==> config.mk <==
export PLATFORM = sky130hd
export DESIGN_NAME = rgb_to_hsv_converter_core
export DESIGN_NICKNAME = d
export VERILOG_FILES = /design/src/hw/rtl/rgb2hsv_pkg.sv /design/src/hw/rtl/rgb2hsv_sort.sv /design/src/hw/rtl/rgb2hsv_prep.sv /design/src/hw/rtl/rgb2hsv_div_stage.sv /design/src/hw/rtl/rgb_to_hsv_converter_core.sv
export VERILOG_INCLUDE_DIRS = /design/src /design/src/hw/rtl
export SDC_FILE = /design/constraint.sdc
export NUM_CORES = 1
export LEC_CHECK = 0
export BUFFER_PORTS_ARGS = -buffer_cell sky130_fd_sc_hd__buf_4
export CAP_MARGIN = 0
export CORE_UTILIZATION = 60
export DETAILED_ROUTE_END_ITERATION = 6
export GPL_ROUTABILITY_DRIVEN = 0
export GPL_TIMING_DRIVEN = 0
export PLACE_DENSITY = 0.77
export SYNTH_ARGS = -nofsm -noshare
export SYNTH_HDL_FRONTEND = slang
export SYNTH_SLANG_ARGS = --single-unit
==> constraint.sdc <==
create_clock -name clk_i -period 11.1 [get_ports clk_i]
set_input_delay 2.22 -clock clk_i [delete_from_list [all_inputs] [get_ports clk_i]]
set_output_delay 2.22 -clock clk_i [all_outputs]
set_load 0.05 [all_outputs]
==> src/hw/rtl/rgb_to_hsv_converter_core_macros.svh <==
// Assertion macros shared by the RGB to HSV converter modules.
`ifndef RGB_TO_HSV_CONVERTER_CORE_MACROS_SVH
`define RGB_TO_HSV_CONVERTER_CORE_MACROS_SVH

// Same-cycle implication, sampled on the rising clock edge, off during reset.
`define RGB2HSV_ASSERT_IMP(lbl, clk, rst_n, ante, cons, msg) \
  lbl: assert property (@(posedge clk) disable iff (!rst_n) (ante) |-> (cons)) else $error(msg);

// Next-cycle implication, sampled on the rising clock edge, off during reset.
`define RGB2HSV_ASSERT_NXT(lbl, clk, rst_n, ante, cons, msg) \
  lbl: assert property (@(posedge clk) disable iff (!rst_n) (ante) |=> (cons)) else $error(msg);

`endif

==> src/hw/rtl/rgb2hsv_pkg.sv <==
// Types and constants shared by the RGB to HSV converter modules.
package rgb2hsv_pkg;

  localparam int unsigned CHAN_W      = 8;
  localparam int unsigned DIFF_W      = CHAN_W + 1;
  localparam int unsigned REM_W       = 11;
  localparam int unsigned QUO_W       = 16;
  localparam int unsigned STEPS_STAGE = 4;
  localparam int unsigned DIV_STAGES  = QUO_W / STEPS_STAGE;

  typedef enum logic [1:0] {
    SEC_RED   = 2'd0,
    SEC_GREEN = 2'd1,
    SEC_BLUE  = 2'd2
  } sector_e;

  typedef struct packed {
    logic [CHAN_W-1:0]        hi;
    logic [CHAN_W-1:0]        lo;
    sector_e                  sector;
    logic [DIFF_W-1:0]        diff;   // two's complement channel difference
  } sort_t;

  typedef struct packed {
    logic [REM_W-1:0] rem;
    logic [REM_W-1:0] divisor;
    logic [QUO_W-1:0] num;            // dividend bits still to shift in, msb first
    logic [QUO_W-1:0] quo;
  } div_lane_t;

  typedef struct packed {
    div_lane_t         hue;
    div_lane_t         sat;
    logic [CHAN_W-1:0] value;
  } div_pipe_t;

endpackage

==> src/hw/rtl/rgb2hsv_sort.sv <==
// First stage: find max, min, the winning sector and its channel difference.
module rgb2hsv_sort (
  input  logic                            clk_i,
  input  logic                            rst_ni,
  input  logic                            in_valid_i,
  output logic                            in_ready_o,
  input  logic [rgb2hsv_pkg::CHAN_W-1:0]  red_i,
  input  logic [rgb2hsv_pkg::CHAN_W-1:0]  green_i,
  input  logic [rgb2hsv_pkg::CHAN_W-1:0]  blue_i,
  output logic                            out_valid_o,
  input  logic                            out_ready_i,
  output rgb2hsv_pkg::sort_t              out_data_o
);

  logic               valid_q;
  rgb2hsv_pkg::sort_t data_d, data_q;
  logic [rgb2hsv_pkg::CHAN_W-1:0] rg_max, rg_min;

  assign in_ready_o  = !valid_q || out_ready_i;
  assign out_valid_o = valid_q;
  assign out_data_o  = data_q;

  always_comb begin
    rg_max    = (red_i >= green_i) ? red_i : green_i;
    rg_min    = (red_i <= green_i) ? red_i : green_i;
    data_d.hi = (rg_max >= blue_i) ? rg_max : blue_i;
    data_d.lo = (rg_min <= blue_i) ? rg_min : blue_i;
    // Ties: red beats green, green beats blue.
    if (red_i == data_d.hi) begin
      data_d.sector = rgb2hsv_pkg::SEC_RED;
      data_d.diff   = {1'b0, green_i} - {1'b0, blue_i};
    end else if (green_i == data_d.hi) begin
      data_d.sector = rgb2hsv_pkg::SEC_GREEN;
      data_d.diff   = {1'b0, blue_i} - {1'b0, red_i};
    end else begin
      data_d.sector = rgb2hsv_pkg::SEC_BLUE;
      data_d.diff   = {1'b0, red_i} - {1'b0, green_i};
    end
  end

  always_ff @(posedge clk_i or negedge rst_ni) begin
    if (!rst_ni) begin
      valid_q <= 1'b0;
    end else if (in_ready_o) begin
      valid_q <= in_valid_i;
    end
  end

  always_ff @(posedge clk_i) begin
    if (in_valid_i && in_ready_o) begin
      data_q <= data_d;
    end
  end

endmodule

==> src/hw/rtl/rgb2hsv_prep.sv <==
// Second stage: form delta, the wrapped hue numerator and both divider lanes.
module rgb2hsv_prep (
  input  logic                   clk_i,
  input  logic                   rst_ni,
  input  logic                   in_valid_i,
  output logic                   in_ready_o,
  input  rgb2hsv_pkg::sort_t     in_data_i,
  output logic                   out_valid_o,
  input  logic                   out_ready_i,
  output rgb2hsv_pkg::div_pipe_t out_data_o
);

  localparam int unsigned NumW = rgb2hsv_pkg::CHAN_W + rgb2hsv_pkg::QUO_W;

  logic                   valid_q;
  rgb2hsv_pkg::div_pipe_t data_d, data_q;
  logic [rgb2hsv_pkg::CHAN_W-1:0] delta;
  logic [rgb2hsv_pkg::REM_W-1:0]  off_d, delta6;
  logic [rgb2hsv_pkg::REM_W:0]    s_raw, s_adj;
  logic [NumW-1:0]                sat_num;

  assign in_ready_o  = !valid_q || out_ready_i;
  assign out_valid_o = valid_q;
  assign out_data_o  = data_q;

  always_comb begin
    delta  = in_data_i.hi - in_data_i.lo;
    delta6 = {1'b0, delta, 2'b00} + {2'b00, delta, 1'b0};
    unique case (in_data_i.sector)
      rgb2hsv_pkg::SEC_RED:   off_d = '0;
      rgb2hsv_pkg::SEC_GREEN: off_d = {2'b00, delta, 1'b0};
      rgb2hsv_pkg::SEC_BLUE:  off_d = {1'b0, delta, 2'b00};
      default:                off_d = '0;
    endcase
    s_raw = {1'b0, off_d}
          + {{(rgb2hsv_pkg::REM_W + 1 - rgb2hsv_pkg::DIFF_W){in_data_i.diff[rgb2hsv_pkg::DIFF_W-1]}},
             in_data_i.diff};
    // Wrap a negative sector position back into one full turn.
    s_adj = s_raw[rgb2hsv_pkg::REM_W] ? (s_raw + {1'b0, delta6}) : s_raw;

    // delta*65535 = delta*65536 - delta; its top byte is below max.
    sat_num = {delta, {rgb2hsv_pkg::QUO_W{1'b0}}} - {{rgb2hsv_pkg::QUO_W{1'b0}}, delta};

    // A zero divisor becomes one: the numerator is then zero too, and so is the quotient.
    data_d.hue.rem     = s_adj[rgb2hsv_pkg::REM_W-1:0];
    data_d.hue.divisor = (delta == '0) ? rgb2hsv_pkg::REM_W'(1) : delta6;
    data_d.hue.num     = '0;
    data_d.hue.quo     = '0;

    data_d.sat.rem     = rgb2hsv_pkg::REM_W'(sat_num[NumW-1:rgb2hsv_pkg::QUO_W]);
    data_d.sat.divisor = (in_data_i.hi == '0) ? rgb2hsv_pkg::REM_W'(1)
                                               : rgb2hsv_pkg::REM_W'(in_data_i.hi);
    data_d.sat.num     = sat_num[rgb2hsv_pkg::QUO_W-1:0];
    data_d.sat.quo     = '0;

    data_d.value       = in_data_i.hi;
  end

  always_ff @(posedge clk_i or negedge rst_ni) begin
    if (!rst_ni) begin
      valid_q <= 1'b0;
    end else if (in_ready_o) begin
      valid_q <= in_valid_i;
    end
  end

  always_ff @(posedge clk_i) begin
    if (in_valid_i && in_ready_o) begin
      data_q <= data_d;
    end
  end

endmodule

==> src/hw/rtl/rgb2hsv_div_stage.sv <==
// One restoring-divider stage: a few quotient bits for both hue and saturation.
`include "rgb_to_hsv_converter_core_macros.svh"

module rgb2hsv_div_stage (
  input  logic                   clk_i,
  input  logic                   rst_ni,
  input  logic                   in_valid_i,
  output logic                   in_ready_o,
  input  rgb2hsv_pkg::div_pipe_t in_data_i,
  output logic                   out_valid_o,
  input  logic                   out_ready_i,
  output rgb2hsv_pkg::div_pipe_t out_data_o
);

  function automatic rgb2hsv_pkg::div_lane_t step_lane(input rgb2hsv_pkg::div_lane_t l);
    rgb2hsv_pkg::div_lane_t         res;
    logic [rgb2hsv_pkg::REM_W:0]    trial;
    res = l;
    for (int unsigned i = 0; i < rgb2hsv_pkg::STEPS_STAGE; i++) begin
      trial   = {res.rem, res.num[rgb2hsv_pkg::QUO_W-1]};
      res.num = {res.num[rgb2hsv_pkg::QUO_W-2:0], 1'b0};
      if (trial >= {1'b0, res.divisor}) begin
        res.rem = rgb2hsv_pkg::REM_W'(trial - {1'b0, res.divisor});
        res.quo = {res.quo[rgb2hsv_pkg::QUO_W-2:0], 1'b1};
      end else begin
        res.rem = trial[rgb2hsv_pkg::REM_W-1:0];
        res.quo = {res.quo[rgb2hsv_pkg::QUO_W-2:0], 1'b0};
      end
    end
    return res;
  endfunction

  logic                   valid_q;
  rgb2hsv_pkg::div_pipe_t data_d, data_q;

  assign in_ready_o  = !valid_q || out_ready_i;
  assign out_valid_o = valid_q;
  assign out_data_o  = data_q;

  always_comb begin
    data_d.hue   = step_lane(in_data_i.hue);
    data_d.sat   = step_lane(in_data_i.sat);
    data_d.value = in_data_i.value;
  end

  always_ff @(posedge clk_i or negedge rst_ni) begin
    if (!rst_ni) begin
      valid_q <= 1'b0;
    end else if (in_ready_o) begin
      valid_q <= in_valid_i;
    end
  end

  always_ff @(posedge clk_i) begin
    if (in_valid_i && in_ready_o) begin
      data_q <= data_d;
    end
  end

  // Partial remainders must stay below their divisors or the quotient is wrong.
  `RGB2HSV_ASSERT_IMP(a_hue_rem_bound, clk_i, rst_ni, valid_q, data_q.hue.rem < data_q.hue.divisor, "hue remainder not below divisor")
  `RGB2HSV_ASSERT_IMP(a_sat_rem_bound, clk_i, rst_ni, valid_q, data_q.sat.rem < data_q.sat.divisor, "saturation remainder not below divisor")
  // Hold a stalled beat in the stage.
  `RGB2HSV_ASSERT_NXT(a_stage_holds, clk_i, rst_ni, valid_q && !out_ready_i, valid_q, "beat lost while stalled")

endmodule

==> src/hw/rtl/rgb_to_hsv_converter_core.sv <==
// Top level of the pipelined RGB to HSV converter.
//
// Usage:
//   Input channel: red_in_i, green_in_i, blue_in_i with in_valid_i / in_ready_o.
//   Output channel: hue_out_o, saturation_out_o, value_out_o with
//   out_valid_o / out_ready_i. A beat moves when valid and ready are both high.
//   One input beat gives exactly one output beat, in order.
//   Pipeline: six register stages, sort, prep, then four divider stages
//   of four quotient bits each. Throughput: one pixel per clock while
//   out_ready_i is high; the two 16-bit divisions are spread over the
//   four divider stages, each stage retiring four bits.
//   Every stage has its own valid bit and takes a new beat whenever it is
//   empty or its contents move on, so bubbles close up under back-pressure.
//   Stall: while out_ready_i is low the last stage holds its beat steady;
//   earlier stages keep filling until full, then in_ready_o drops.
//   Reset (rst_ni low, asynchronous) empties every stage; no clearing pass.
`include "rgb_to_hsv_converter_core_macros.svh"

module rgb_to_hsv_converter_core (
  input  logic                                 clk_i,
  input  logic                                 rst_ni,
  input  logic                                 in_valid_i,
  output logic                                 in_ready_o,
  input  logic [rgb2hsv_pkg::CHAN_W-1:0]       red_in_i,
  input  logic [rgb2hsv_pkg::CHAN_W-1:0]       green_in_i,
  input  logic [rgb2hsv_pkg::CHAN_W-1:0]       blue_in_i,
  output logic                                 out_valid_o,
  input  logic                                 out_ready_i,
  output logic [rgb2hsv_pkg::QUO_W-1:0]        hue_out_o,
  output logic [rgb2hsv_pkg::QUO_W-1:0]        saturation_out_o,
  output logic [rgb2hsv_pkg::CHAN_W-1:0]       value_out_o
);

  localparam int unsigned NStg = rgb2hsv_pkg::DIV_STAGES;

  // Sort stage to prep stage.
  logic               sort_valid, sort_ready;
  rgb2hsv_pkg::sort_t sort_data;

  // Divider chain: index 0 is the prep stage output, index NStg the last stage.
  logic [NStg:0]          dv_valid;
  logic [NStg:0]          dv_ready;
  rgb2hsv_pkg::div_pipe_t dv_data [NStg+1];

  // Find max, min and the sector.
  rgb2hsv_sort u_sort (
    .clk_i       (clk_i),
    .rst_ni      (rst_ni),
    .in_valid_i  (in_valid_i),
    .in_ready_o  (in_ready_o),
    .red_i       (red_in_i),
    .green_i     (green_in_i),
    .blue_i      (blue_in_i),
    .out_valid_o (sort_valid),
    .out_ready_i (sort_ready),
    .out_data_o  (sort_data)
  );

  // Build the hue and saturation numerators and divisors.
  rgb2hsv_prep u_prep (
    .clk_i       (clk_i),
    .rst_ni      (rst_ni),
    .in_valid_i  (sort_valid),
    .in_ready_o  (sort_ready),
    .in_data_i   (sort_data),
    .out_valid_o (dv_valid[0]),
    .out_ready_i (dv_ready[0]),
    .out_data_o  (dv_data[0])
  );

  // Advance both divisions a few quotient bits per stage.
  for (genvar gi = 0; gi < NStg; gi++) begin : g_div
    rgb2hsv_div_stage u_div_stage (
      .clk_i       (clk_i),
      .rst_ni      (rst_ni),
      .in_valid_i  (dv_valid[gi]),
      .in_ready_o  (dv_ready[gi]),
      .in_data_i   (dv_data[gi]),
      .out_valid_o (dv_valid[gi+1]),
      .out_ready_i (dv_ready[gi+1]),
      .out_data_o  (dv_data[gi+1])
    );
  end

  // The last divider stage doubles as the output register.
  assign dv_ready[NStg]   = out_ready_i;
  assign out_valid_o      = dv_valid[NStg];
  assign hue_out_o        = dv_data[NStg].hue.quo;
  assign saturation_out_o = dv_data[NStg].sat.quo;
  assign value_out_o      = dv_data[NStg].value;

  // A black pixel has neither hue nor saturation.
  `RGB2HSV_ASSERT_IMP(a_black_no_colour, clk_i, rst_ni, out_valid_o && value_out_o == '0, saturation_out_o == '0 && hue_out_o == '0, "black pixel with nonzero hue or saturation")
  // Zero saturation only arises for grey, whose hue is zero.
  `RGB2HSV_ASSERT_IMP(a_grey_no_hue, clk_i, rst_ni, out_valid_o && saturation_out_o == '0, hue_out_o == '0, "grey pixel with nonzero hue")
  // A stalled output beat stays in place, so the input side cannot be ready while full.
  `RGB2HSV_ASSERT_NXT(a_stall_holds_valid, clk_i, rst_ni, out_valid_o && !out_ready_i, out_valid_o, "output beat dropped while stalled")

endmodule

==> reports/qor.yml <==
status: "complete, but fails checks"
violations: "design-rule violations"
slew_violations: 0
cp_slowest_stage_delay_ps: 570
cts.clk_slew.worst_paths_ps: 60
start_util_pct: 61.15
clkSinkCount: 353
hpwl_mm: 62.65
fmax_mhz: 94.68
start_kind: "flip-flop"
ys_seq_area_share_pct: 32.63
min_to: "g_div[1].u_div_stage.out_data_o[32]"
antenna_cells: 0
hold_buffers: 0
fin_nets: 3950
avgSynthCellArea_um2: 9.530
grt_start_max_net_pins: 70
finalSetupViolations: 0
cp_common_cell: "a21o_1"
drv_cap: 0
finalHoldViolations: 0
io_pins: 70
holdWs_ps: 411.2
synth_cells: 3399
cp.required_ps: 11390
antenna_found_initial: 0
min_period_over_period_pct: 95.16
grt.total_usage_pct: 29.07
die_w_um: 234.3
grt_overflow: 0
syn_nets: 3833
grt_pass1_vias: 26650
firstDrtPassIters: 7
yosysWarningCount: 0
cp_max_fo: 12
worst_pin_slew_ps: 1273
regToRegSetupSlack_ps: 540
hp-class: "flip-flop to flip-flop"
synthArstFlopShare_pct: 1.700
cts-root-buf: "clkbuf_16"
dieArea_um2: 54920
cts_inserted_buffers: 39
critPathBufInv: 5
syn_to_final_growth_pct: 9.209
drt_wl_total_mm: 80.06
arrival_ps: 10860
drc_errors: 4
vias: 26680
clk_latency_ps: 580
critical_path_class: "flip-flop to flip-flop"
synth_edf_count: 347
viasPerCell: 6.301
grt_pass1_wl_mm: 129.7
antenna_left: 0
rows: 84
cp-end-kind: "flip-flop"
core_um2: 52970
synth_flop_cell: "edfxtp_1"
fin_crit_ps: 10560
min_path_cells: 0
crit_slowest_cell: "edfxtp_1"
hold_start: "g_div[0].u_div_stage.out_data_o[28]"
clk_path_buf_depth: 3
yosys_register_bits: 353
reg2regPathDepth: 43
h-tree-depth: 2
drtIter0Drc: 2006
drive_gt1_share_pct: 11.84
timing.rr.end: "g_div[2].u_div_stage.out_data_o[114]"
dieHeight_um: 234.3
port_buffers: 69
rr_startpoint: "g_div[1].u_div_stage.out_data_o[94]"
wl_per_cell_um: 18.91
cts_tree: "done"
finalClockSkew_ps: 33.87
critical-path-top-delay-family: "compound AO/OA/AOI/OAI gates"
ys_types: 115
rsz0062_at_grt: "no"
max-slew-margin-rel_pct: 14.55
synth_area_um2: 32390
-- how the worst max path moves through the flow --
stage / startpoint / end / slack (ps) / cells after the start
after global routing: u_prep.out_data_o[96] / g_div[0].u_div_stage.out_data_o[108] / 7 / 46
after CTS: g_div[1].u_div_stage.out_data_o[94] / g_div[2].u_div_stage.out_data_o[114] / 20 / 43
after global placement: u_prep.out_data_o[96] / g_div[0].u_div_stage.out_data_o[114] / -610 / 48
after floorplan: g_div[1].u_div_stage.out_data_o[94] / g_div[2].u_div_stage.out_data_o[110] / 1540 / 43
after detailed placement: u_prep.out_data_o[96] / g_div[0].u_div_stage.out_data_o[114] / -860 / 48
final: g_div[1].u_div_stage.out_data_o[94] / g_div[2].u_div_stage.out_data_o[114] / 540 / 43
-- area by class of cell --
type | instances | area [µm²]
inverter | 297 | 1117
clock buffer | 45 | 1020
timing repair buffer | 80 | 678.2
sequential | 353 | 10570
clock inverter | 26 | 294.0
buffer | 96 | 573.1
fill | 4037 | 17600
tap | 688 | 860.8
multi-input combinational | 2649 | 20260
-- cells in the final DEF, fill, tap and decap left out, types with 42 or more instances in the layout --
cell type	Yosys	layout
inv_1	283	282
xor2_1	91	91
nand2_1	177	176
nor2_1	250	249
a21oi_1	231	230
o21bai_1	42	42
o21ai_0	191	189
buf_4	42	118
nand2b_1	69	69
mux2i_1	48	48
nand4_1	44	44
o21a_1	58	58
xnor2_1	141	141
ha_1	380	380
edfxtp_1	347	347
mux2_2	101	101
nor2b_1	66	64
nand3_1	55	54
a21o_1	100	100
nor3_1	56	56
-- sequential cells by signal, indices dropped and copies added (netlist names) --
register	flops
u_sort.out_data_o	27
u_prep.out_data_o	61
u_sort.out_valid_o	1
g_div.u_div_stage.out_data_o	259
u_prep.out_valid_o	1
g_div.u_div_stage.out_valid_o	4
-- repair_timing --
action / 4_1_cts / 5_1_grt
pin swaps: 0 / 3
buffers inserted: 0 / 6
endpoints found under the setup margin: 16 / 41
gates resized for setup: 8 / 29
hold endpoints to repair: 0 / 0
gates cloned: 0 / 0
-- cell usage after synthesis, drive strengths merged, types with 9 or more instances --
master    n  area (µm²)
xor2     91       797.0
o31a     13       122.6
or2      26       162.7
inv     293        1100
nor2    253       967.2
a31o      9       78.83
xnor2   142        1251
nor4     16       130.1
clkbuf   42       157.7
o21bai   42       315.3
edfxtp  347       10420
a31oi    23       150.1
nand4    47       330.3
and3     30       187.7
nor2b    67       426.7
o22ai     9       62.56
and4     10       90.09
nand2b   69       431.7
a21o    100       750.7
o31ai    36       302.8
a211o    18       157.7
a21oi   233        1174
buf      58       417.9
ha      380        4755
fa       26       520.5
o221ai   11       96.34
o21ai   209        1057
o211ai   19       147.6
a221oi    9       91.34
nand3    57       295.3
o21a     59       444.2
and2     28       177.7
a21boi   32       240.2
a211oi   32       272.8
a22oi    21       157.7
nor3     60       332.8
nand2   179       676.9
mux2    118        1370
mux2i    50       516.7
or3      21       131.4
-- stage by stage --
step           setup TNS, ps  util [%]  cell area, µm²  instances  worst slack [ps]
2_1_floorplan              0         -           32390       3399              1542
5_1_grt                    0     66.78           35370       4234             6.525
4_1_cts                    0     66.54           35250       4230             24.79
6_report                   0     66.78           35370       4234             537.8
3_5_place_dp           -8718     64.01           33910       4161            -856.5
3_3_place_gp           -5554     63.75           33770       4156            -606.3
-- kinds of logic (layout without fill, tap and decap cells) --
family,Yosys count,count (layout),synth area share (%)
xor+xnor,233,233,6.323
mux,168,168,5.825
buf+inv,397,544,5.219
compound gates,944,944,19.37
simple gates,898,898,14.35
flops,353,353,32.63
fa+ha+maj,406,406,16.29
-- layer usage --
| metal | track usage, % | share of wire [%] | routed length (µm) |
|---|---|---|---|
| met5 | 0 | 0 | 0 |
| met4 | 12.40 | 4.1 | 3318 |
| met3 | 3.782 | 5.4 | 4351 |
| met2 | 50.14 | 48 | 38060 |
| met1 | 36.48 | 43 | 34330 |
Power is not shown: default switching activity piles up to over one toggle a cycle in this logic, so the estimate is an artifact.
